File: config.mk
export PLATFORM = sky130hd
export DESIGN_NAME = software_timer_slot_bank_flat
export DESIGN_NICKNAME = d
export VERILOG_FILES = /design/src/hw/rtl/stb_pkg.sv /design/src/hw/rtl/stb_req_if.sv /design/src/hw/rtl/stb_rsp_if.sv /design/src/hw/rtl/software_timer_slot_bank.sv /design/src/hw/rtl/stb_ctrl.sv /design/src/hw/rtl/stb_datapath.sv /design/src/flat_wrapper.sv
export SDC_FILE = /design/constraint.sdc
export NUM_CORES = 1
export LEC_CHECK = 0
export BUFFER_PORTS_ARGS = -buffer_cell sky130_fd_sc_hd__buf_2
export CAP_MARGIN = 5
export CORE_UTILIZATION = 60
export CTS_BUF_LIST = sky130_fd_sc_hd__clkbuf_4 sky130_fd_sc_hd__clkbuf_8
export DETAILED_ROUTE_END_ITERATION = 12
export PLACE_DENSITY = 0.82
export SKIP_LAST_GASP = 1
export SLEW_MARGIN = 20
export SYNTH_ARGS = -nofsm -noshare
export SYNTH_HDL_FRONTEND = slang
export SYNTH_SLANG_ARGS = --single-unit
File: constraint.sdc
create_clock -name clk_i -period 6.79 [get_ports clk_i]
set_input_delay 2.037 -clock clk_i [delete_from_list [all_inputs] [get_ports clk_i]]
set_output_delay 2.037 -clock clk_i [all_outputs]
set_load 0.03 [all_outputs]
File: src/hw/rtl/stb_pkg.sv
// Shared types and constants for the software timer slot bank.
// Used by the channel interfaces, controller, datapath, top level and checker.
package stb_pkg;

  // Slot count bounds and default
  localparam int unsigned SlotCountDefault = 8;
  localparam int unsigned SlotIdxMaxW      = 5;

  // Field widths of the channels
  localparam int unsigned OpW         = 2;
  localparam int unsigned CountW      = 32;
  localparam int unsigned SlotIndexW  = 3;
  localparam int unsigned FiredMaskW  = 8;
  localparam int unsigned TickW       = 10;

  // Configuration port
  localparam int unsigned ApbAddrW = 3;
  localparam int unsigned ApbDataW = 32;
  localparam logic [0:0]  RegTickLength   = 1'b0;
  localparam logic [TickW-1:0] TickLengthReset = 10'd10;

  // Item operation codes
  typedef enum logic [OpW-1:0] {
    OP_TICK  = 2'd0,
    OP_START = 2'd1,
    OP_CLEAR = 2'd2
  } op_e;

  // Controller states
  typedef enum logic [1:0] {
    ST_IDLE,
    ST_DISPATCH,
    ST_SCAN,
    ST_RESULT
  } state_e;

  // Controller to datapath commands
  typedef struct packed {
    logic                   latch_in;
    logic                   start_exec;
    logic                   clear_exec;
    logic                   rd_en;
    logic [SlotIdxMaxW-1:0] rd_addr;
    logic                   tick_step;
    logic [SlotIdxMaxW-1:0] step_idx;
    logic                   tick_done;
    logic                   load_result;
  } cmd_t;

  // Datapath to controller status
  typedef struct packed {
    logic [OpW-1:0] op;
  } status_t;

endpackage

File: src/hw/rtl/stb_req_if.sv
// Request channel of the timer slot bank: one item per op.
// Depends on stb_pkg for field widths.
interface stb_req_if import stb_pkg::*; ();
  logic              valid;
  logic              ready;
  logic [OpW-1:0]    op;
  logic [CountW-1:0] duration_ms;
  logic              periodic;

  modport source (output valid, output op, output duration_ms, output periodic, input ready);
  modport sink   (input valid, input op, input duration_ms, input periodic, output ready);
endinterface

File: src/hw/rtl/stb_rsp_if.sv
// Result channel of the timer slot bank: one result item per request item.
// Depends on stb_pkg for field widths.
interface stb_rsp_if import stb_pkg::*; ();
  logic                  valid;
  logic                  ready;
  logic [SlotIndexW-1:0] slot_index;
  logic                  accepted;
  logic [FiredMaskW-1:0] fired_mask;
  logic [CountW-1:0]     elapsed_ms;

  modport source (output valid, output slot_index, output accepted, output fired_mask,
                  output elapsed_ms, input ready);
  modport sink   (input valid, input slot_index, input accepted, input fired_mask,
                  input elapsed_ms, output ready);
endinterface

File: src/hw/rtl/software_timer_slot_bank.sv
// Top level of the timer slot bank: channels, tick length register, controller and datapath.
// Depends on stb_pkg, stb_req_if, stb_rsp_if, stb_ctrl and stb_datapath.
//
//   channel | direction | handshake        | payload
//   req_i   | in        | valid / ready    | op, duration_ms, periodic
//   rsp_o   | out       | valid / ready    | slot_index, accepted, fired_mask, elapsed_ms
//   apb     | in        | psel, penable    | paddr, pwdata, prdata (tick_length_ms at 0x0)
//
// A tick item passes through DISPATCH, SCAN and RESULT from acceptance to result:
// the scan visits one slot per cycle through the single write port of the count memory.
// Start, clear and unused op items pass through DISPATCH and RESULT. One item is worked on at a time; the
// next is taken while the previous result waits in the output register.
// Reset is asynchronous and needs no clearing pass; a stalled result holds its register.
module software_timer_slot_bank import stb_pkg::*; #(
  parameter int unsigned SLOT_COUNT = SlotCountDefault
) (
  input  logic                clk_i,
  input  logic                rst_ni,
  stb_req_if.sink             req_i,
  stb_rsp_if.source           rsp_o,
  input  logic                psel,
  input  logic                penable,
  input  logic                pwrite,
  input  logic [ApbAddrW-1:0] paddr,
  input  logic [ApbDataW-1:0] pwdata,
  output logic [ApbDataW-1:0] prdata,
  output logic                pready
);

  logic [TickW-1:0] tick_length_q, tick_length_d;
  logic             cfg_wr;
  logic [0:0]       reg_idx;
  cmd_t             cmd;
  status_t          status;

  // Tick length register
  assign pready  = 1'b1;
  assign reg_idx = paddr[2];
  assign cfg_wr  = psel & penable & pwrite & pready;

  always_comb begin
    tick_length_d = tick_length_q;
    if (cfg_wr && (reg_idx == RegTickLength)) begin
      tick_length_d = pwdata[TickW-1:0];
    end
  end

  always_ff @(posedge clk_i or negedge rst_ni) begin
    if (!rst_ni) begin
      tick_length_q <= TickLengthReset;
    end else begin
      tick_length_q <= tick_length_d;
    end
  end

  // Read back
  always_comb begin
    prdata = '0;
    if (reg_idx == RegTickLength) begin
      prdata = ApbDataW'(tick_length_q);
    end
  end

  stb_ctrl #(
    .SLOT_COUNT (SLOT_COUNT)
  ) u_ctrl (
    .clk_i       (clk_i),
    .rst_ni      (rst_ni),
    .req_valid_i (req_i.valid),
    .req_ready_o (req_i.ready),
    .rsp_valid_o (rsp_o.valid),
    .rsp_ready_i (rsp_o.ready),
    .status_i    (status),
    .cmd_o       (cmd)
  );

  stb_datapath #(
    .SLOT_COUNT (SLOT_COUNT)
  ) u_datapath (
    .clk_i         (clk_i),
    .rst_ni        (rst_ni),
    .cmd_i         (cmd),
    .status_o      (status),
    .tick_length_i (tick_length_q),
    .op_i          (req_i.op),
    .duration_ms_i (req_i.duration_ms),
    .periodic_i    (req_i.periodic),
    .slot_index_o  (rsp_o.slot_index),
    .accepted_o    (rsp_o.accepted),
    .fired_mask_o  (rsp_o.fired_mask),
    .elapsed_ms_o  (rsp_o.elapsed_ms)
  );

endmodule

File: src/hw/rtl/stb_ctrl.sv
// Controller of the timer slot bank: sequences start, clear and the slot scan of a tick.
// Depends on stb_pkg; drives the datapath through cmd_t and reads status_t.
module stb_ctrl import stb_pkg::*; #(
  parameter int unsigned SLOT_COUNT = SlotCountDefault
) (
  input  logic    clk_i,
  input  logic    rst_ni,
  input  logic    req_valid_i,
  output logic    req_ready_o,
  output logic    rsp_valid_o,
  input  logic    rsp_ready_i,
  input  status_t status_i,
  output cmd_t    cmd_o
);

  localparam int unsigned SlotIdxW = (SLOT_COUNT > 1) ? $clog2(SLOT_COUNT) : 1;
  localparam logic [SlotIdxW-1:0] LastIdx = SlotIdxW'(SLOT_COUNT - 1);

  state_e              state_q, state_d;
  logic [SlotIdxW-1:0] idx_q, idx_d;
  logic                rsp_valid_q, rsp_valid_d;
  logic [SlotIdxW-1:0] idx_next;

  // State, scan index and result valid
  always_ff @(posedge clk_i or negedge rst_ni) begin
    if (!rst_ni) begin
      state_q     <= ST_IDLE;
      idx_q       <= '0;
      rsp_valid_q <= 1'b0;
    end else begin
      state_q     <= state_d;
      idx_q       <= idx_d;
      rsp_valid_q <= rsp_valid_d;
    end
  end

  assign idx_next = SlotIdxW'(idx_q + 1'b1);

  // Next state and commands
  always_comb begin
    state_d     = state_q;
    idx_d       = idx_q;
    rsp_valid_d = rsp_valid_q & ~rsp_ready_i;
    cmd_o       = '0;
    req_ready_o = 1'b0;

    case (state_q)
      ST_IDLE: begin
        req_ready_o = 1'b1;
        if (req_valid_i) begin
          cmd_o.latch_in = 1'b1;
          state_d        = ST_DISPATCH;
        end
      end
      ST_DISPATCH: begin
        case (status_i.op)
          OP_TICK: begin
            // prime the read of slot 0
            cmd_o.rd_en   = 1'b1;
            cmd_o.rd_addr = '0;
            idx_d         = '0;
            state_d       = ST_SCAN;
          end
          OP_START: begin
            cmd_o.start_exec = 1'b1;
            state_d          = ST_RESULT;
          end
          OP_CLEAR: begin
            cmd_o.clear_exec = 1'b1;
            state_d          = ST_RESULT;
          end
          default: begin
            state_d = ST_RESULT;
          end
        endcase
      end
      ST_SCAN: begin
        // update slot idx while reading the next one
        cmd_o.tick_step = 1'b1;
        cmd_o.step_idx  = SlotIdxMaxW'(idx_q);
        if (idx_q == LastIdx) begin
          cmd_o.tick_done = 1'b1;
          state_d         = ST_RESULT;
        end else begin
          cmd_o.rd_en   = 1'b1;
          cmd_o.rd_addr = SlotIdxMaxW'(idx_next);
          idx_d         = idx_next;
        end
      end
      ST_RESULT: begin
        // load the output register once it is free
        if (!rsp_valid_q || rsp_ready_i) begin
          cmd_o.load_result = 1'b1;
          rsp_valid_d       = 1'b1;
          state_d           = ST_IDLE;
        end
      end
      default: begin
        state_d = ST_IDLE;
      end
    endcase
  end

  assign rsp_valid_o = rsp_valid_q;

endmodule

File: src/hw/rtl/stb_datapath.sv
// Datapath of the timer slot bank: count and reload memories, slot masks, elapsed count.
// Depends on stb_pkg; commanded by stb_ctrl.
module stb_datapath import stb_pkg::*; #(
  parameter int unsigned SLOT_COUNT = SlotCountDefault
) (
  input  logic                  clk_i,
  input  logic                  rst_ni,
  input  cmd_t                  cmd_i,
  output status_t               status_o,
  input  logic [TickW-1:0]      tick_length_i,
  input  logic [OpW-1:0]        op_i,
  input  logic [CountW-1:0]     duration_ms_i,
  input  logic                  periodic_i,
  output logic [SlotIndexW-1:0] slot_index_o,
  output logic                  accepted_o,
  output logic [FiredMaskW-1:0] fired_mask_o,
  output logic [CountW-1:0]     elapsed_ms_o
);

  localparam int unsigned SlotIdxW = (SLOT_COUNT > 1) ? $clog2(SLOT_COUNT) : 1;

  // Slot count and reload memories
  logic [CountW-1:0] rem_mem [SLOT_COUNT];
  logic [CountW-1:0] rel_mem [SLOT_COUNT];
  logic [CountW-1:0] rem_rd_q, rel_rd_q;

  // Latched item
  logic [OpW-1:0]    op_q;
  logic [CountW-1:0] duration_q;
  logic              periodic_in_q;

  // Slot state and result under construction
  logic [SLOT_COUNT-1:0] busy_q, busy_d;
  logic [SLOT_COUNT-1:0] periodic_q, periodic_d;
  logic [SLOT_COUNT-1:0] fired_q, fired_d;
  logic [CountW-1:0]     elapsed_q, elapsed_d;
  logic [SlotIdxW-1:0]   slot_q, slot_d;
  logic                  accepted_q, accepted_d;

  // Output register
  logic [SlotIndexW-1:0] rsp_slot_q;
  logic                  rsp_accepted_q;
  logic [FiredMaskW-1:0] rsp_fired_q;
  logic [CountW-1:0]     rsp_elapsed_q;

  logic                any_free;
  logic [SlotIdxW-1:0] free_idx;
  logic [SlotIdxW-1:0] rd_idx, step_idx;
  logic [CountW-1:0]   tick32;
  logic                step_busy, step_periodic, expire;
  logic                start_wr, step_wr;
  logic [CountW-1:0]   step_val;
  logic [31:0]         slot_wide, fired_wide;

  assign rd_idx        = cmd_i.rd_addr[SlotIdxW-1:0];
  assign step_idx      = cmd_i.step_idx[SlotIdxW-1:0];
  assign tick32        = CountW'(tick_length_i);
  assign step_busy     = busy_q[step_idx];
  assign step_periodic = periodic_q[step_idx];
  assign expire        = (rem_rd_q <= tick32);
  assign step_val      = expire ? rel_rd_q : (rem_rd_q - tick32);
  assign start_wr      = cmd_i.start_exec & any_free;
  // an expiring one-shot slot is freed and needs no count write
  assign step_wr       = cmd_i.tick_step & step_busy & (~expire | step_periodic);

  // Find the lowest free slot
  always_comb begin
    any_free = 1'b0;
    free_idx = '0;
    for (int i = SLOT_COUNT - 1; i >= 0; i--) begin
      if (!busy_q[i]) begin
        any_free = 1'b1;
        free_idx = SlotIdxW'(i);
      end
    end
  end

  // Memory write and registered read
  always_ff @(posedge clk_i) begin
    if (start_wr) begin
      rem_mem[free_idx] <= duration_q;
    end else if (step_wr) begin
      rem_mem[step_idx] <= step_val;
    end
    if (start_wr && periodic_in_q) begin
      rel_mem[free_idx] <= duration_q;
    end
    if (cmd_i.rd_en) begin
      rem_rd_q <= rem_mem[rd_idx];
      rel_rd_q <= rel_mem[rd_idx];
    end
  end

  // Latch the accepted item
  always_ff @(posedge clk_i) begin
    if (cmd_i.latch_in) begin
      op_q          <= op_i;
      duration_q    <= duration_ms_i;
      periodic_in_q <= periodic_i;
    end
  end

  // Next slot state
  always_comb begin
    busy_d     = busy_q;
    periodic_d = periodic_q;
    fired_d    = fired_q;
    elapsed_d  = elapsed_q;
    slot_d     = slot_q;
    accepted_d = accepted_q;

    if (cmd_i.latch_in) begin
      fired_d    = '0;
      slot_d     = '0;
      accepted_d = 1'b0;
    end
    if (start_wr) begin
      busy_d[free_idx]     = 1'b1;
      periodic_d[free_idx] = periodic_in_q;
      slot_d               = free_idx;
      accepted_d           = 1'b1;
    end
    if (cmd_i.tick_step && step_busy && expire) begin
      fired_d[step_idx] = 1'b1;
      if (!step_periodic) begin
        busy_d[step_idx] = 1'b0;
      end
    end
    if (cmd_i.tick_done) begin
      elapsed_d = elapsed_q + tick32;
    end
    if (cmd_i.clear_exec) begin
      elapsed_d = '0;
    end
  end

  always_ff @(posedge clk_i or negedge rst_ni) begin
    if (!rst_ni) begin
      busy_q     <= '0;
      periodic_q <= '0;
      fired_q    <= '0;
      elapsed_q  <= '0;
      slot_q     <= '0;
      accepted_q <= 1'b0;
    end else begin
      busy_q     <= busy_d;
      periodic_q <= periodic_d;
      fired_q    <= fired_d;
      elapsed_q  <= elapsed_d;
      slot_q     <= slot_d;
      accepted_q <= accepted_d;
    end
  end

  // Fit slot number and fired mask to the result field widths
  assign slot_wide  = 32'(slot_q);
  assign fired_wide = 32'(fired_q);

  // Output register
  always_ff @(posedge clk_i) begin
    if (cmd_i.load_result) begin
      rsp_slot_q     <= slot_wide[SlotIndexW-1:0];
      rsp_accepted_q <= accepted_q;
      rsp_fired_q    <= fired_wide[FiredMaskW-1:0];
      rsp_elapsed_q  <= elapsed_q;
    end
  end

  assign status_o.op  = op_q;
  assign slot_index_o = rsp_slot_q;
  assign accepted_o   = rsp_accepted_q;
  assign fired_mask_o = rsp_fired_q;
  assign elapsed_ms_o = rsp_elapsed_q;

endmodule

File: src/flat_wrapper.sv
// flat-port wrapper written by rule: the top's interface ports become plain ports
module software_timer_slot_bank_flat import stb_pkg::*;
#(
  parameter int unsigned SLOT_COUNT = SlotCountDefault
)
  (clk_i, rst_ni, psel, penable, pwrite, paddr, pwdata, prdata, pready, req_i_valid, req_i_op, req_i_duration_ms, req_i_periodic, req_i_ready, rsp_o_valid, rsp_o_slot_index, rsp_o_accepted, rsp_o_fired_mask, rsp_o_elapsed_ms, rsp_o_ready);
  stb_req_if req_i_i ();
  stb_rsp_if rsp_o_i ();
  input  logic clk_i;
  input  logic rst_ni;
  input  logic psel;
  input  logic penable;
  input  logic pwrite;
  input  logic [ApbAddrW-1:0] paddr;
  input  logic [ApbDataW-1:0] pwdata;
  output logic [ApbDataW-1:0] prdata;
  output logic pready;
  input wire logic [$bits(req_i_i.valid)-1:0] req_i_valid;
  input wire logic [$bits(req_i_i.op)-1:0] req_i_op;
  input wire logic [$bits(req_i_i.duration_ms)-1:0] req_i_duration_ms;
  input wire logic [$bits(req_i_i.periodic)-1:0] req_i_periodic;
  output wire logic [$bits(req_i_i.ready)-1:0] req_i_ready;
  output wire logic [$bits(rsp_o_i.valid)-1:0] rsp_o_valid;
  output wire logic [$bits(rsp_o_i.slot_index)-1:0] rsp_o_slot_index;
  output wire logic [$bits(rsp_o_i.accepted)-1:0] rsp_o_accepted;
  output wire logic [$bits(rsp_o_i.fired_mask)-1:0] rsp_o_fired_mask;
  output wire logic [$bits(rsp_o_i.elapsed_ms)-1:0] rsp_o_elapsed_ms;
  input wire logic [$bits(rsp_o_i.ready)-1:0] rsp_o_ready;
  assign req_i_i.valid = req_i_valid;
  assign req_i_i.op = req_i_op;
  assign req_i_i.duration_ms = req_i_duration_ms;
  assign req_i_i.periodic = req_i_periodic;
  assign req_i_ready = req_i_i.ready;
  assign rsp_o_valid = rsp_o_i.valid;
  assign rsp_o_slot_index = rsp_o_i.slot_index;
  assign rsp_o_accepted = rsp_o_i.accepted;
  assign rsp_o_fired_mask = rsp_o_i.fired_mask;
  assign rsp_o_elapsed_ms = rsp_o_i.elapsed_ms;
  assign rsp_o_i.ready = rsp_o_ready;
  software_timer_slot_bank #(.SLOT_COUNT(SLOT_COUNT)) u_core (.clk_i(clk_i), .rst_ni(rst_ni), .req_i(req_i_i), .rsp_o(rsp_o_i), .psel(psel), .penable(penable), .pwrite(pwrite), .paddr(paddr), .pwdata(pwdata), .prdata(prdata), .pready(pready));
endmodule
# Word level (Yosys, flattened, before mapping)
# Memories as Yosys holds them, arrays and structs flattened. A register that Yosys moved wholly into a read port is not among the register bits.
# Cells that the tools add are included.
# W data, S select, Z words.
totals:
  n_memories: 2
  in_bits: 77
  regBits: 155
  rom_bits: 0
  ram_bits: 512
  latch_bits: 0
  out_inout_bits: 79
  elab_cells: 139
classes:
  eq_ne: 11
  n_lt_le_gt_ge: 5
  reduce_logical: 16
  multipliers: 0
  shift: 0
  div: 0
  n_addsub: 3
  n_bitwise: 14
  muxes: 71
memory_table:
  columns: ["memory", "depth", "word_bits", "rd", "rd_ports_with_merged_regs", "wr", "line_no", "source"]
  rows:
  - ["u_core.u_datapath.rel_mem", 8, 32, 1, 1, 1, "stb_datapath.sv:24", "logic [CountW-1:0] rel_mem [SLOT_COUNT];"]
  - ["u_core.u_datapath.rem_mem", 8, 32, 1, 1, 1, "stb_datapath.sv:23", "logic [CountW-1:0] rem_mem [SLOT_COUNT];"]
ops:
  columns: ["cell", "n"]
  rows:
  - ["$mux W32", 4]
  - ["$mux W8", 5]
  - ["$mux W3", 13]
  - ["$mux W1", 33]
  - ["$add A32 B10 Y32", 1]
  - ["$le A32 B10 Y1", 1]
  - ["$reduce_or A32 Y1", 1]
  - ["$sub A32 B10 Y32", 1]
  - ["$or A8 B8 Y8", 2]
  - ["$mux W6", 2]
  - ["$pmux W6 S2", 1]
  - ["$mux W10", 1]
  - ["$and A8 B8 Y8", 1]
  - ["$bwmux W8", 1]
  - ["$lt A3 B4 Y1 const B", 2]
  - ["$mux W2", 4]
  - ["$ne A2 B2 Y1 const B", 4]
  - ["$not A8 Y8", 1]
  - ["$pmux W2 S4", 1]
  - ["$mux W7", 1]
  - ["$and A1 B1 Y1", 6]
  - ["$bmux W1 S3", 2]
  - ["$demux W1 S3", 2]
  - ["$eq A2 B2 Y1 const B", 3]
  - ["other kinds (14)", 27]

# Longest topological paths before layout
# Gate-level depths: netlist of the first run.
logic_depth:
  word_depth: 17
  depth_mapped: 12

# Cells and area by module
# A second synthesis of the first run with hierarchy kept.
unflattened:
  cells_unflattened: 1663
  hier_area_um2: 30130.1
modules_own_cells:
  columns: ["module", "area_per_inst_um2", "seq_area_each_um2", "cells_each", "instances"]
  rows:
  - ["stb_datapath", 28941.5, 21170.3, 1554, 1]
  - ["software_timer_slot_bank", 684.4, 252.7, 58, 1]
  - ["stb_ctrl", 504.2, 150.1, 51, 1]

# Least setup slack after synthesis of the first run
# No wires, ideal clock.
synth_path:
  kind: "reg2reg"
  startpoint: "reg u_core.tick_length_q[0]"
  endpoint: "mem u_core.u_datapath.rem_mem[3][0] (enable)"
  arrival_time_ps: 4595
  required_ps: 6320
  stages_incl_launch_ff: 11
  setup_time_ps: 470
  n_path_buf: 1
  slack_ps: 1726
  cell_sequence: "dfrtp_1 > ha_1 > fa_1 > nor2b_1 > o2111ai_1 > nand3_1 > and2_0 > a211o_1 > nand2_1 > buf_4 > o31ai_1"
synth_via:
  elab_chain_cells: 9
  word_cells_on_any_way: 10
  cone_classes: "order compare (1); mux (5); bitwise (3); reduce/logical (1)"
synth_rtl:
  columns: ["element", "line_no", "source"]
  rows:
  - ["from (decl)", "software_timer_slot_bank.sv:30", "logic [TickW-1:0] tick_length_q, tick_length_d;"]
  - ["from (signal assigned)", "software_timer_slot_bank.sv:50", "tick_length_q <= TickLengthReset;"]
  - ["from (signal assigned)", "software_timer_slot_bank.sv:52", "tick_length_q <= tick_length_d;"]
  - ["$le A32 B10 Y1 *", "stb_datapath.sv:60", "assign expire = (rem_rd_q <= tick32);"]
  - ["$not A1 Y1 *", "stb_datapath.sv:64", "assign step_wr = cmd_i.tick_step & step_busy & (~expire | step_periodic);"]
  - ["$or A1 B1 Y1 *", "stb_datapath.sv:64", null]
  - ["$and A1 B1 Y1 *", "stb_datapath.sv:64", null]
  - ["$mux W1 *", "stb_datapath.sv:82", "end else if (step_wr) begin"]
  - ["$mux W1 *", "stb_datapath.sv:80", "if (start_wr) begin"]
  - ["$mux W1 (implied by the code) *", "stb_datapath.sv:83", "rem_mem[step_idx] <= step_val;"]
  - ["$reduce_or A32 Y1 (no line)", null, null]
  - ["$mux W3 (no line) / $mux W1 (equally long branches)", null, null]
  - ["to (decl)", "stb_datapath.sv:23", null]
# Every way passes the cells marked *; elsewhere a longest branch is shown, timed or not.

# Worst setup path after layout of the first run
layout_path:
  startpoint: "reg u_core.u_datapath.rem_rd_q[10], read port of u_core.u_datapath.rem_mem"
  endpoint: "mem u_core.u_datapath.rem_mem[2][12], data pin"
layout_via:
  elab_chain_cells: 9
  word_cells_on_any_way: 11
  cone_classes: "add/sub (1); order compare (1); mux (5); bitwise (3); reduce/logical (1)"
layout_rtl:
  columns: ["element", "line_no", "source"]
  rows:
  - ["from (decl)", "stb_datapath.sv:25", "logic [CountW-1:0] rem_rd_q, rel_rd_q;"]
  - ["$le A32 B10 Y1", "stb_datapath.sv:60", null]
  - ["$not A1 Y1", "stb_datapath.sv:64", null]
  - ["$or A1 B1 Y1", "stb_datapath.sv:64", null]
  - ["$and A1 B1 Y1", "stb_datapath.sv:64", null]
  - ["$mux W1", "stb_datapath.sv:82", null]
  - ["$mux W1", "stb_datapath.sv:80", null]
  - ["$mux W1 (implied by the code)", "stb_datapath.sv:83", null]
  - ["$reduce_or A32 Y1 (no line)", null, null]
  - ["$mux W32 (no line) *", null, null]
# Marked as above.

==> summary.txt, run 1 <==
Routing
  • Post-DR wirelength/cell: 23.8 um
  • Vias: 17100
  • 1st-iter DRT viols: slightly above 2000
  • Post-route ant nets: 0
  • Via-to-Cell Ratio: 6.42
  • Drt total wl: around 63000 um
  • Pre-antenna DRT Iters: 6
  • DR DRC count: 0

Logic synthesis
  • Sequential share of the synthesized area: 0.727
  • Mapped Area: 29700 um^2
  • Post-synth EDFFs: 655
  • Seq cells post-synth: 731
  • Ys flop type: edfxtp_1
  • Post-Syn Instances: about 1800
  • Synthesized area per cell: 16.8 um^2
  • Post-synth cell types: 70
  • Yosys warning total: 0
  • Ys async rst share: 0.104

Worst hold path
  • Hold path depth: 0
  • Worst Hold Class: reg -> reg

Pwr
  • Pwr dens: 409 nW/um^2
  • Peak supply drop: around 0.00026 V
  • Leakage: 11.5 nW

Floorplan
  • Die Ht: 224 um
  • Die area: 50300 um^2
  • Core area: 48800 um^2
  • FP Rows: 81
  • Die W: 224 um
  • Total I/O pin count: 156
  • Initial Util: 0.607

GRT
  • Initial antenna violation count: 1
  • GRT Resource Usage Total: 0.256
  • Grt ovf: 0
  • Vias in the first global route: 16900
  • Pin count of the biggest net entering global routing: 164
  • First-pass GRT wire length: 96500 um

Final layout
  • Nets: 2016
  • Commonest non-fill, non-tap cell in the layout: edfxtp_1
  • Syn-to-layout area delta: 11.5%
  • Share of cells above drive strength 1: 0.259
  • Most frequent cells in the layout: edfxtp_1 (655), clkbuf_8 (109), buf_2 (107), mux2_2 (100), o21ai_0 (98)
  • Final Util: 0.677

Setup path
  • Reg-to-reg slack, setup: 1.97 ns
  • Worst-path fanout max: 32
  • Kind of critical path: reg -> reg
  • Crit path DAT: ~5.3 ns
  • Reg2reg path depth: 7
  • Req. time, crit path: 7.22 ns
  • Startpoint types: register
  • Crit. End Element: register

CTS
  • Setup Buffers After CTS: 0
  • TritonCTS clock tree: built
  • CTS Root Cell: clkbuf_8
  • Clk_lat worst skew: 0.72 ns
  • Post-CTS sizing: 0
  • CTS Buffer Depth: 3
  • H-Tree Depth: 3
  • Sink Count: around 730
  • Worst-path clk slew: roughly 0.060 ns
  • CTS Buf Count: 106
  • Hold_buf cts: 0

Place
  • Routability cong.: 0.904
  • DP HPWL: 35500 um
  • Setup Slack @ Placement: 2.11 ns
  • I/O Buffers: 108

STA
  • Period Utilization, post-route: 0.709
  • Hold_ws: around 0.45 ns
  • Endpoints failing setup: 0
  • Fmax: 208 MHz
  • Final hold viol count: 0
  • Slew headroom: 0.242
  • Clk_skew: 0.0449 ns
  • Fin worst setup slack: 1.97 ns
  • Setup TNS: 0 ns
  • Max Slew Vio Count: 0
  • RSZ-0062 raised after global routing: no
  • Slew at the pin closest to its max-slew limit: 1.13 ns
  • Final min period: 4.82 ns

Flow run
  • Maximum capacitance violations: 0

Outcome
  • Outcome: complete, no violations
-- stage by stage --
stage               area [um^2]  instances  total power [mW]
floorplan                 29700       1787              9.05
CTS                       33100       2661              13.6
finish                    33100       2662              13.5
detailed placement        31000       2467              10.2
global route              33100       2662              14.1
global placement          31000       2467              10.0
-- where the power goes --
group,internal (mW),leakage (nW),switching [mW]
clock network,1.78,1.10,1.62
logic,1.43,3.43,2.34
registers,6.02,6.96,0.349
total,9.23,11.5,4.30
-- final timing paths --
| path | endpoint | from |
|---|---|---|
| worst max register to register | u_core.u_datapath.rem_mem[2][12] | u_core.u_datapath.rem_rd_q[10] |
| max in group asynchronous | u_core.u_datapath.elapsed_q[21] | rst_ni |
| worst min register to register | u_core.u_datapath.accepted_o | u_core.u_datapath.accepted_q |
| worst max-delay path | u_core.u_datapath.rem_mem[2][12] | u_core.u_datapath.rem_rd_q[10] |
| worst min-delay path | u_core.u_datapath.accepted_o | u_core.u_datapath.accepted_q |
| min in group asynchronous | u_core.u_datapath.fired_q[4] | rst_ni |
-- cells in the mapped netlist (all sizes together), types with 6 or more instances --
master   instances  area (um^2)
mux4            64         1440
nand2b           6         37.5
o22ai           71          444
inv             35          131
o21a            11         82.6
nand4           11         68.8
mux2           116         1370
nor2            51          194
ha              26          325
o211ai          13         97.6
o2bb2ai          7         61.3
and3            13         81.3
edfxtp         655        19700
nor3            16         80.1
nand2           54          203
and2             6         37.5
mux2i            6         60.1
or4              8         63.8
o221ai          65          569
buf             42          285
xnor2            9         78.8
a211oi          16          120
a31oi           12         75.1
or3             21          136
nand3           21          105
o31ai           15          113
o21ai          101          505
a21o            11         90.1
dfrtp           74         1850
a21oi           40          200
xor2            23          201
clkbuf          79          297
nor2b           12         75.1
-- registers in the layout (all words and copies together) (netlist names), 2 cells and up --
signal / flops
u_core.u_datapath.fired_mask_o: 8
u_core.u_datapath.rel_rd_q: 32
u_core.u_datapath.slot_index_o: 3
u_core.u_datapath.rem_mem: 256
u_core.u_datapath.elapsed_ms_o: 32
u_core.u_datapath.fired_q: 8
u_core.u_datapath.slot_q: 3
u_core.u_datapath.elapsed_q: 32
u_core.u_datapath.periodic_q: 8
u_core.u_datapath.busy_q: 8
u_core.u_datapath.duration_q: 32
u_core.u_datapath.rel_mem: 256
u_core.u_datapath.rem_rd_q: 32
u_core.u_ctrl.idx_q: 3
u_core.tick_length_q: 10
u_core.u_ctrl.state_q: 2
u_core.u_datapath.status_o: 2
-- per-layer routing --
metal  vias up  part of all wire  GRT usage
li1       7395                 -          -
met1      8505              0.40      0.350
met2      1009              0.48      0.407
met3       172             0.090     0.0526
met4         0             0.031      0.101
met5         -                 0          0
-- critical path, cell delays in order, from the launching register on --
cell      delay (ns)
edfxtp_1        0.53
or4_1           0.57
or3_1           0.57
or3_1           0.61
a211o_1         0.60
nand2_2         0.42
buf_4           0.59
mux2i_1         0.59
-- final cells by class --
type / instances / area (um^2)
tap: 664 / 831
clock buffer: 140 / 1730
sequential: 731 / 21600
antenna: 1 / 2.50
clock inverter: 54 / 347
timing repair buffer: 137 / 786
multi-input combinational: 900 / 7670
fill: 3065 / 15800
inverter: 35 / 131
-- cell families after synthesis --
family | Yosys count | share of synthesized area
flops | 731 | 0.727
compound gates | 390 | 0.0876
simple gates | 241 | 0.0425
mux | 186 | 0.0967
buf+inv | 156 | 0.0240
xor+xnor | 32 | 0.00945
fa+ha+maj | 28 | 0.0123
other cells | 2 | 0.000253
(Power assumes the default switching activity.)
==> run 2, diff against run 1 <==
==> constraint.sdc (replaced) <==
create_clock -name clk_i -period 4.8 [get_ports clk_i]
set_input_delay 1.44 -clock clk_i [delete_from_list [all_inputs] [get_ports clk_i]]
set_output_delay 1.44 -clock clk_i [all_outputs]
set_load 0.03 [all_outputs]
==> run 2 against run 1 <==
Compared with the run above:
- sequential share of layout area is 0.37 points lower
- combinational power grew 44%
- worst setup slack got worse by 1.2 ns
- via count decreased by 0.11%
- sequential power rose by 42%
- largest cell class unchanged
- wire length grew 3.1%
- largest power group unchanged
- critical path depth up 4
- power grew 43%
- first-iteration DRC count rose by 0.98%
- non-clock buffer count is 13 higher
==> summary.txt, run 2 (synthesis gave the netlist of run 1 again) <==
Place
  • I/O Buffers: 108
  • Setup Slack @ Placement: between 0.8 and 0.9 ns
  • DP HPWL: approximately 37000 um
  • DP Cell Count: between 2000 and 2500
  • Routability cong.: 0.891

GRT
  • First-pass GRT wire length: 98300 um
  • Grt ovf: 0
  • Pin count of the biggest net entering global routing: a little under 100
  • GRT Resource Usage Total: 0.263
  • Initial antenna violation count: 1
  • Vias in the first global route: 17000

Floorplan
  • Core area: 48800 um^2
  • Initial Util: 0.607
  • Die area: just over 50000 um^2
  • FP Rows: 81
  • Die W: 224 um
  • Die Ht: about 220 um
  • Total I/O pin count: 156

CTS
  • CTS Buffer Depth: 3
  • CTS Buf Count: 108
  • Worst-path clk slew: 0.06 ns
  • Hold_buf cts: 0
  • CTS Root Cell: clkbuf_8
  • Clk_lat worst skew: 0.71 ns
  • Post-CTS sizing: 0
  • TritonCTS clock tree: built
  • Sink Count: approximately 730
  • Setup Buffers After CTS: 0
  • H-Tree Depth: 3

Setup path
  • Kind of critical path: reg -> reg
  • Crit. End Element: register
  • Reg-to-reg slack, setup: about 0.75 ns
  • Worst reg2reg endpoint: u_core.u_datapath.rem_mem[0][17]
  • Delay of the slowest critical-path stage: 0.91 ns
  • Reg2reg path depth: 11
  • Most used cell, CP: buf_4
  • CP Cell Sequence: ha_1, fa_1, nor2b_1, o2111ai_1, nand3_1, buf_4, and2_0, a211o_1, nand2_2, o22ai_4, buf_4
  • Reg2Reg Launch Point: u_core.tick_length_q[0]
  • Worst-path fanout max: 21
  • Crit path DAT: between 4 and 5 ns
  • Req. time, crit path: 5.18 ns
  • Startpoint types: register
  • CP max-delay cell: o22ai_4

Pwr
  • Sw Share: 0.317
  • Pint: approximately 13 mW
  • Peak supply drop: 0.000540 V
  • Clock power share: 0.254
  • Leakage: 11.6 nW
  • Pwr dens: 582 nW/um^2
  • Logic pwr share: 0.280
  • Switching Power: around 6.1 mW
  • Reg power frac: 0.466

STA
  • Period Utilization, post-route: 0.843
  • Final hold viol count: 0
  • Fmax: about 250 MHz
  • Clk_skew: 0.0273 ns
  • Endpoints failing setup: 0
  • Slew headroom: 0.261
  • Slew at the pin closest to its max-slew limit: 1.11 ns
  • Fin worst setup slack: 0.752 ns
  • Final min period: 4.05 ns
  • Max Slew Vio Count: 0
  • Setup TNS: 0 ns
  • RSZ-0062 raised after global routing: no

Routing
  • 1st-iter DRT viols: 2061
  • Post-route ant nets: 0
  • Drt total wl: about 65000 um
  • Post-DR wirelength/cell: 24.4 um
  • Pre-antenna DRT Iters: 6
  • Vias: approximately 17000
  • Via-to-Cell Ratio: 6.36
  • DR DRC count: 0

Final layout
  • Nets: 2031
  • Syn-to-layout area delta: 12.1%
  • Biggest regs: u_core.u_datapath.rel_mem (256), u_core.u_datapath.rem_mem (256)
  • Most frequent cells in the layout: edfxtp_1 (655), clkbuf_8 (113), buf_2 (107), mux2_2 (100), o21ai_0 (98)
  • Non-Filler Instances: around 2700
  • Commonest non-fill, non-tap cell in the layout: edfxtp_1
  • Share of cells above drive strength 1: 0.270

Outcome
  • Outcome: complete, no violations

Flow run
  • Maximum capacitance violations: 0

Worst hold path
  • Hold path depth: 0
  • Worst Hold Launch: u_core.u_datapath.fired_q[4]
  • Hold path endpoint: u_core.u_datapath.fired_mask_o[4]
  • Worst Hold Class: reg -> reg
run 2: changes by cell type in the layout (fill, tap and decap cells not counted), moves of 4 or more:
cell / delta
clkbuf_4: +16
buf_4: +11
clkinv_1: -8
clkbuf_8: +4
clkinv_2: -4
run 2: critical path, delay by kind of cell (launching register included):
family | cells | cell delay, ns
adders and majority gates | 2 | 0.65
AOI/OAI and AO/OA | 3 | 1.25
and+or+nand+nor | 4 | 0.75
DFF | 1 | 0.43
buffers and inverters | 2 | 0.62
run 2: routing by layer:
metal,track usage,up-vias,share of wire
li1,-,7406,-
met1,0.354,8522,0.39
met2,0.417,960,0.48
met3,0.0610,174,0.093
met4,0.108,0,0.033
met5,0,-,0
run 2: metrics by stage:
step | total power, mW | area [um^2] | util | hold slack (ns)
floorplan | 12.8 | 29700 | - | 0.425
global placement | 14.2 | 31100 | 0.637 | 0.432
detailed placement | 14.5 | 31100 | 0.637 | 0.437
CTS | 19.4 | 33300 | 0.681 | 0.451
global route | 20.1 | 33300 | 0.681 | 0.458
finish | 19.4 | 33300 | 0.681 | 0.451
run 2: power by group through the flow:
stage,Sequential (mW),Combinational (mW),Clock (mW)
final,9.02,5.43,4.91
after CTS,9.01,5.40,4.97
after detailed placement,9.13,5.35,0
after global routing,9.08,5.83,5.23
after global placement,9.07,5.18,0
after floorplan,9.13,3.66,0
run 2: worst max-delay path by stage:
stage                                  startpoint  cells past startpoint  slack [ns]                          endpoint
after floorplan           u_core.tick_length_q[0]                     10       -0.26   u_core.u_datapath.rem_mem[3][0]
after global placement    u_core.tick_length_q[0]                     11        0.91  u_core.u_datapath.rem_mem[0][19]
after detailed placement  u_core.tick_length_q[0]                     11        0.81  u_core.u_datapath.rem_mem[1][17]
after CTS                 u_core.tick_length_q[0]                     11        0.79  u_core.u_datapath.rem_mem[0][25]
after global routing      u_core.tick_length_q[0]                     11        0.56  u_core.u_datapath.rem_mem[0][27]
final                     u_core.tick_length_q[0]                     11        0.75  u_core.u_datapath.rem_mem[0][17]
run 2: layout make-up:
class                   count  area, um^2
clock inverters            41         238
fillers                  3077       15600
well taps                 664         831
flip-flops and latches    731       21600
clock buffers             160        1910
diodes                      1        2.50
repair buffers            150         908
multi-input cells         900        7670
inverters                  35         131
==> run 3, diff against run 2 <==
--- a/config.mk
+++ b/config.mk
@@ -7,7 +7,7 @@
 export LEC_CHECK = 0
 export BUFFER_PORTS_ARGS = -buffer_cell sky130_fd_sc_hd__buf_2
 export CAP_MARGIN = 5
-export CORE_UTILIZATION = 60
+export CORE_UTILIZATION = 57
 export CTS_BUF_LIST = sky130_fd_sc_hd__clkbuf_4 sky130_fd_sc_hd__clkbuf_8
 export DETAILED_ROUTE_END_ITERATION = 12
 export PLACE_DENSITY = 0.82
==> constraint.sdc (replaced) <==
create_clock -name clk_i -period 3.6 [get_ports clk_i]
set_input_delay 1.08 -clock clk_i [delete_from_list [all_inputs] [get_ports clk_i]]
set_output_delay 1.08 -clock clk_i [all_outputs]
set_load 0.03 [all_outputs]
==> run 3 against run 2 <==
Compared with the run above:
- via count is 2.2% higher
- sequential power is 33% higher
- power is 36% higher
- critical endpoint is now u_core.u_datapath.rem_mem[2][6]
- highest routed layer unchanged
- final cell count is 0.97% higher
- combinational power is 43% higher
- critical path depth is 2 lower
- worst hold slack worse by 0.0028 ns
- die area is 5.2% higher
==> summary.txt, run 3 (synthesis gave the netlist of run 1 again) <==
Place
  • Post-DP Area: 31600 um^2
  • DP HPWL: 37700 um
  • Setup Slack @ Placement: -0.0634 ns
  • Routability cong.: 0.887
  • I/O Buffers: between 100 and 150
  • DP Cell Count: 2521

Floorplan
  • Total I/O pin count: 156
  • FP Rows: 83
  • Die area: 53000 um^2
  • Initial Util: 0.577
  • Die Ht: 230 um
  • Die W: 230 um
  • Core area: around 51000 um^2

Worst hold path
  • Worst Hold Class: reg -> reg
  • Hold path endpoint: u_core.u_datapath.slot_index_o[1]
  • Hold path depth: 0
  • Worst Hold Launch: u_core.u_datapath.slot_q[1]

STA
  • Final hold viol count: 0
  • Slew at the pin closest to its max-slew limit: 0.990 ns
  • Max Slew Vio Count: 0
  • Period Utilization, post-route: 0.972
  • Slew headroom: 0.340
  • Clk_skew: 0.0442 ns
  • RSZ-0062 raised after global routing: no
  • Endpoints failing setup: 0
  • Fmax: 286 MHz
  • Fin worst setup slack: 0.0991 ns
  • Final min period: 3.50 ns
  • Setup TNS: 0 ns

Final layout
  • Non-Filler Instances: approximately 2700
  • Most frequent cells in the layout: edfxtp_1 (655), clkbuf_8 (112), buf_2 (107), mux2_2 (100), o21ai_0 (98)
  • Final instance area: roughly 34000 um^2
  • Syn-to-layout area delta: 13.7%
  • Biggest regs: u_core.u_datapath.rel_mem (256), u_core.u_datapath.rem_mem (256)
  • Share of cells above drive strength 1: 0.275
  • Fill cells: 3269
  • Commonest non-fill, non-tap cell in the layout: edfxtp_1
  • Nets: 2054

CTS
  • H-Tree Depth: 3
  • Hold_buf cts: 0
  • CTS Root Cell: clkbuf_8
  • TritonCTS clock tree: built
  • CTS Buf Count: 106
  • Clk_lat worst skew: 0.72 ns
  • CTS Buffer Depth: 3
  • Sink Count: 731
  • Setup Buffers After CTS: 0
  • Worst-path clk slew: 0.06 ns

Routing
  • Vias: 17400
  • Drt total wl: between 60000 and 70000 um
  • 1st-iter DRT viols: 2231
  • Post-DR wirelength/cell: approximately 25 um
  • Pre-antenna DRT Iters: 5
  • DR DRC count: 0
  • Via-to-Cell Ratio: 6.44
  • Post-route ant nets: 0

Setup path
  • Worst-path fanout max: 20
  • Req. time, crit path: 4.02 ns
  • Crit. End Element: register
  • Reg2reg path depth: 9
  • Kind of critical path: reg -> reg
  • Startpoint types: register
  • Worst reg2reg endpoint: u_core.u_datapath.rem_mem[2][6]
  • Crit path DAT: slightly below 4 ns
  • Reg-to-reg slack, setup: 0.1 ns
  • Reg2Reg Launch Point: u_core.u_datapath.rem_rd_q[18]

GRT
  • Pin count of the biggest net entering global routing: 130
  • First-pass GRT wire length: roughly 100000 um
  • Vias in the first global route: 17600
  • GRT Resource Usage Total: 0.254
  • Initial antenna violation count: 2
  • Grt ovf: 0

Pwr
  • Pwr dens: around 800 nW/um^2
  • Leakage: between 10 and 15 nW
  • Peak supply drop: 0.000462 V
  • Final Power: 26.3 mW

Outcome
  • Outcome: complete, no violations

Flow run
  • Maximum capacitance violations: 0
run 3: layout make-up:
type                            instances  area [um^2]  area share
Timing Repair Buffer                  175         1380      0.0410
Antenna cell                            2         5.00    0.000148
Sequential cell                       731        21600       0.640
Clock buffer                          142         1770      0.0524
Inverter                               35          131     0.00390
Clock inverter                         43          323     0.00957
Tap cell                              680          851      0.0252
Multi-Input combinational cell        900         7690       0.228
run 3: metrics by stage:
step                 util  hold slack, ns
CTS                 0.656           0.451
global placement    0.615           0.436
floorplan               -           0.425
global route        0.656           0.467
finish              0.656           0.448
detailed placement  0.615           0.439
run 3: how the worst max path moves through the flow:
stage               slack [ns]  depth (start not counted)                            from                                to
global route             0.008                          8  u_core.u_datapath.rem_rd_q[12]  u_core.u_datapath.rem_mem[7][25]
global placement          0.14                         10         u_core.tick_length_q[1]  u_core.u_datapath.rem_mem[1][23]
floorplan                -1.06                          5     u_core.u_datapath.busy_q[0]   u_core.u_datapath.rel_mem[6][0]
CTS                       0.13                          9  u_core.u_datapath.rem_rd_q[18]   u_core.u_datapath.rem_mem[2][6]
finish                     0.1                          9  u_core.u_datapath.rem_rd_q[18]   u_core.u_datapath.rem_mem[2][6]
detailed placement       -0.06                         10         u_core.tick_length_q[1]  u_core.u_datapath.rem_mem[3][25]
run 3: worst max-delay path: stages (launching register included):
cell      delay (ns)
edfxtp_1        0.41
or4_4           0.58
nand3b_4        0.18
or3_4           0.39
or3_1           0.40
buf_4           0.20
a21o_4          0.21
buf_12          0.17
mux2_4          0.30
mux2_2          0.33
run 3: layer usage:
metal	global-route usage	part of all wire	up-vias	routed length, um
met5	0	0	-	0
met3	0.0534	0.096	161	6390
met2	0.407	0.49	1107	32500
li1	-	-	7445	-
met4	0.104	0.031	0	2060
met1	0.342	0.39	8719	25900
run 3: timing repair:
| item | in CTS | in global routing |
|---|---|---|
| resized for setup | 2 | 2 |
| endpoints found under the hold margin | 0 | 0 |
| endpoints found under the setup margin | 24 | 22 |
| pin swaps | 0 | 0 |
run 3: where the power goes:
group	switching [mW]	leakage, nW	internal, mW
clock	3.07	1.10	3.48
combinational	4.64	3.71	3.12
sequential	0.633	6.96	11.3
total	8.34	11.8	17.9
